$ cat src/dbrv_pkg.sv
// Shared widths, constants and types for the discounted backup variance block.
`timescale 1ns / 1ps
`default_nettype none
package dbrv_pkg;
   localparam int OBS_SLOTS_DEF = 4096;
   localparam int IDX_W = 12;
   localparam int CNT_W = 16;
   localparam int VAL_W = 32;
   localparam int DISC_W = 17;
   localparam logic [DISC_W-1:0] DISC_RESET = 17'd65536;
   localparam logic [CNT_W-1:0] CNT_MAX = 16'hFFFF;

   // Division request and answer between the sequencer and the divider.
   typedef struct packed {
      logic        go;
      logic [64:0] dividend;  // signed
      logic [16:0] divisor;   // 1..65536
   } div_req_type;

   typedef struct packed {
      logic        done;
      logic [64:0] quotient;  // signed, truncated toward zero
   } div_rsp_type;
endpackage
`default_nettype wire

$ cat src/dbrv_div.sv
// Radix-2 restoring divider, signed dividend, truncating toward zero.
`timescale 1ns / 1ps
`default_nettype none
module dbrv_div (
   input  wire logic               clock,
   input  wire logic               reset,
   input  wire dbrv_pkg::div_req_type req,
   output dbrv_pkg::div_rsp_type   rsp
);
   logic [63:0] quo_ff, quo_in;
   logic [17:0] rem_ff, rem_in;
   logic [16:0] dvs_ff, dvs_in;
   logic        neg_ff, neg_in;
   logic [6:0]  cnt_ff, cnt_in;
   logic        busy_ff, busy_in;
   logic        done_ff, done_in;
   logic [17:0] trial;
   logic [18:0] diff;
   logic [63:0] mag;

   // One quotient bit per cycle, 64 quotient bits in all.
   always_comb begin
      quo_in = quo_ff;
      rem_in = rem_ff;
      dvs_in = dvs_ff;
      neg_in = neg_ff;
      cnt_in = cnt_ff;
      busy_in = busy_ff;
      done_in = 1'b0;
      mag = req.dividend[64] ? 64'(-req.dividend) : req.dividend[63:0];
      trial = {rem_ff[16:0], quo_ff[63]};
      diff = {1'b0, trial} - {2'b00, dvs_ff};
      if (req.go) begin
         quo_in = mag;
         rem_in = '0;
         dvs_in = req.divisor;
         neg_in = req.dividend[64];
         cnt_in = '0;
         busy_in = 1'b1;
      end else if (busy_ff) begin
         if (!diff[18]) begin
            rem_in = diff[17:0];
            quo_in = {quo_ff[62:0], 1'b1};
         end else begin
            rem_in = trial;
            quo_in = {quo_ff[62:0], 1'b0};
         end
         cnt_in = cnt_ff + 7'd1;
         if (cnt_ff == 7'd63) begin
            busy_in = 1'b0;
            done_in = 1'b1;
         end
      end
   end

   always_ff @(posedge clock) begin
      if (reset) begin
         busy_ff <= 1'b0;
         done_ff <= 1'b0;
      end else begin
         busy_ff <= busy_in;
         done_ff <= done_in;
      end
      quo_ff <= quo_in;
      rem_ff <= rem_in;
      dvs_ff <= dvs_in;
      neg_ff <= neg_in;
      cnt_ff <= cnt_in;
   end

   assign rsp.done = done_ff;
   assign rsp.quotient = neg_ff ? -{1'b0, quo_ff} : {1'b0, quo_ff};
endmodule
`default_nettype wire

$ cat config.mk
export PLATFORM = sky130hd
export DESIGN_NAME = dbrv_div
export DESIGN_NICKNAME = d
export VERILOG_FILES = /design/src/dbrv_pkg.sv /design/src/dbrv_div.sv
export SDC_FILE = /design/constraint.sdc
export NUM_CORES = 1
export LEC_CHECK = 0
export BUFFER_PORTS_ARGS = -buffer_cell sky130_fd_sc_hd__buf_2
export CAP_MARGIN = 20
export CORE_MARGIN = 3
export CORE_UTILIZATION = 55
export CTS_BUF_LIST = sky130_fd_sc_hd__clkbuf_8
export CTS_CLUSTER_DIAMETER = 200
export DETAILED_ROUTE_END_ITERATION = 8
export GPL_TIMING_DRIVEN = 0
export PLACE_DENSITY = 0.9
export SYNTH_ARGS = -nofsm -noshare
export SYNTH_HDL_FRONTEND = slang
export SYNTH_SLANG_ARGS = --single-unit
$ cat constraint.sdc
create_clock -name clock -period 6.43 [get_ports clock]
set_input_delay 0.3215 -clock clock [delete_from_list [all_inputs] [get_ports clock]]
set_output_delay 0.3215 -clock clock [all_outputs]
set_load 0.05 [all_outputs]
==> metrics.yaml <==
status:
  status: "finished clean"
logic_synthesis:
  ys_seq_area_share_pct: 38.0
  synth_fp_nets: 985
  yosysTopAreaCell: "edfxtp_1"
  synth_top_family_by_area: "simple AND/OR/NAND/NOR gates"
  synth_mux_area_share_pct: 1.87
  synth_compound_area_share_pct: 18.7
  ys.flop_type: "edfxtp_1"
  synth_edf_count: 82
  synth_top_area_share_pct: 31.4
  synth.distinct_cells: 60
  synth_area_leaders: "edfxtp_1 (31%), xnor2_1 (8.0%), xor2_1 (7.3%), dfxtp_1 (6.6%), nor2_1 (4.7%)"
  yosysMostFrequentCell: "nor2_1"
  synth_adder_area_share_pct: 3.45
  yosys-top-cells-count: "nor2_1 (99), edfxtp_1 (82), nand2_1 (72), xnor2_1 (72), a21oi_1 (71)"
  syn-cell-area_um2: 7840
  synth-seq-cells: 108
  synth-simple-area-share_pct: 18.8
  async_flop_share_pct: 0
  yosysWarningCount: 0
  synth_xor_xnor_area_share_pct: 15.3
  syn_area_per_cell_um2: 8.92
  syn_inst: 879
cts:
  cts_buffers: 9
  cts_resized: 0
  ctsHoldBuffers: 0
  cts_tree: "done"
  cts_setup_buffers: 0
  clk_pin_slew_ns: 0.10
  clk_latency_ns: 0.40
  cts_max_path_buffers: 2
  clock_sinks: 108
  clock-root-buffer: "clkbuf_8"
  htreeDepth: 3
floorplanning:
  die-area_um2: 15700
  coreArea_um2: 13900
  fp.dieW_um: 125
  ioPinCount: 151
  initial_core_util_pct: 56.3
  fp.dieH_um: 125
  row_count: 43
placement:
  gp_congestion: 0.955
  io_buffers: 150
  placedCellCount: 1209
  hpwl_um: 17300
setup_path:
  cp_data_arrival_time_ns: 3.82
  critPathMaxFanout: 7
  r2r_slack_ns: 2.95
  start_kind: "flip-flop"
  r2r-start: "quo_ff[63]"
  rr_worst_depth: 12
  worst_setup_path_end_kind: "output pin"
  path_class: "flip-flop to output pin"
  rr_endpoint: "rem_ff[8]"
  required_ns: 6.11
grt:
  grt_first_pass_wirelength_um: 35400
  grt_pass1_vias: 7016
  grt_max_degree: 65
  track_usage_pct: 27.8
  grt.overflow.total: 0
  antenna_found_initial: 0
sta:
  slew_headroom_pct: 39.8
  final.min_clock_period_ns: 4.15
  hold_violations: 0
  fmax_mhz: 241
  rsz0062_at_grt: "false"
  fin_setup_tns_ns: 0
  finClkSkew_ns: 0.0133
  tightest_slew_ns: 0.895
  setup_viol: 0
  period_share_pct: 64.5
  slew_viol_final: 0
hold_path:
  min_to: "dvs_ff[6]"
  min-delay-start: "req[6]"
  hold_depth: 1
  hold_path_class: "input port to flip-flop"
flow_run:
  maxCapViolCount: 0
power_and_ir_drop:
  power_density_nw_per_um2: 238
  p_total_w: 0.00214
  irDropWorstVdd_uv: 104
  p_leak_nw: 3.41
final_layout:
  final_nets: 1146
  antenna_cells: 0
  drive_above_1_share_pct: 18.5
  stdcell_count: 1225
  syn2layout_area_growth_pct: 14.6
routing:
  antenna_left: 0
  wl_um: 22800
  via_count: 7631
  drt_drc_violations_left: 0
  via_per_inst: 6.23
  drt_iter0_drc: 739
  drt_pre_antenna_iters: 5
  wire_per_inst_um: 18.6
==> metal layers <==
metal  GRT usage [%]  vias up  wire (um)
li1                -     3537          -
met1            38.1     3559       9250
met2            43.7      476      10400
met3            6.02       59       2440
met4            10.1        0        725
met5               0        -          0
==> through the flow <==
| step | hold slack [ns] | util, % | instance area [um^2] | setup slack, ns |
|---|---|---|---|---|
| global placement | 0.463 | 63.3 | 8820 | 2.83 |
| global route | 0.0857 | 64.5 | 8990 | 2.14 |
| floorplan | 0.394 | - | 7840 | 2.99 |
| finish | 0.103 | 64.5 | 8990 | 2.28 |
| CTS | 0.0970 | 64.5 | 8990 | 2.31 |
| detailed placement | 0.492 | 63.3 | 8820 | 2.74 |
==> how the worst max path moves through the flow <==
stage / startpoint / endpoint / cells after the start
2_1_floorplan: quo_ff[10] / rsp[32] / 7
3_3_place_gp: quo_ff[4] / rsp[62] / 9
3_5_place_dp: quo_ff[4] / rsp[62] / 9
4_1_cts: quo_ff[4] / rsp[62] / 9
5_1_grt: quo_ff[3] / rsp[62] / 9
6_report: quo_ff[4] / rsp[62] / 9
==> layout make-up <==
type | instances | area (um^2)
well taps | 180 | 225
fillers | 1171 | 4950
clock inverters | 7 | 42.5
plain buffers | 48 | 196
flip-flops and latches | 108 | 2980
multi-input cells | 695 | 4560
inverters | 28 | 105
clock buffers | 9 | 124
repair buffers | 150 | 751
==> placed cells by master, fill, tap and decap left out, drive strengths merged, types with 15 or more instances in the layout <==
master  netlist  final
o31ai        42     42
nor2         99     99
o21ai        57     57
clkbuf       41     50
buf           7    157
ha           20     20
xor2         65     65
xnor2        72     72
nand2        72     72
edfxtp       82     82
or3          19     19
dfxtp        26     26
a21oi        71     71
o41ai        15     15
or4          20     20
inv          28     29
==> power by group <==
part           switching, W  internal, W
combinational      0.000590     0.000251
clock              0.000241     0.000139
sequential        0.0000798     0.000836
==> cell families (layout without fill, tap and decap cells) <==
| kind of cell | Yosys count | in the layout |
|---|---|---|
| AO/OA/AOI/OAI | 230 | 230 |
| XOR/XNOR | 137 | 137 |
| adder cells (fa/ha/maj) | 21 | 21 |
| buffers and inverters | 76 | 242 |
| flip-flops | 108 | 108 |
| multiplexers | 14 | 14 |
| AND/OR/NAND/NOR | 293 | 293 |
==> flip-flops by register name (all words and copies together) (netlist names) <==
signal / cells
busy_ff: 1
cnt_ff: 7
done_ff: 1
dvs_ff: 17
neg_ff: 1
quo_ff: 64
rem_ff: 17
==> worst max-delay path, stage by stage, from the launching register on <==
cell      delay, ns
edfxtp_1       0.46
or4_1          0.64
or4_4          0.45
buf_6          0.15
nor4b_1        0.29
nand2_1        0.16
or3_1          0.40
o31ai_1        0.32
xnor2_1        0.23
buf_2          0.33
No activity file was read; power rests on OpenSTA's default activity.
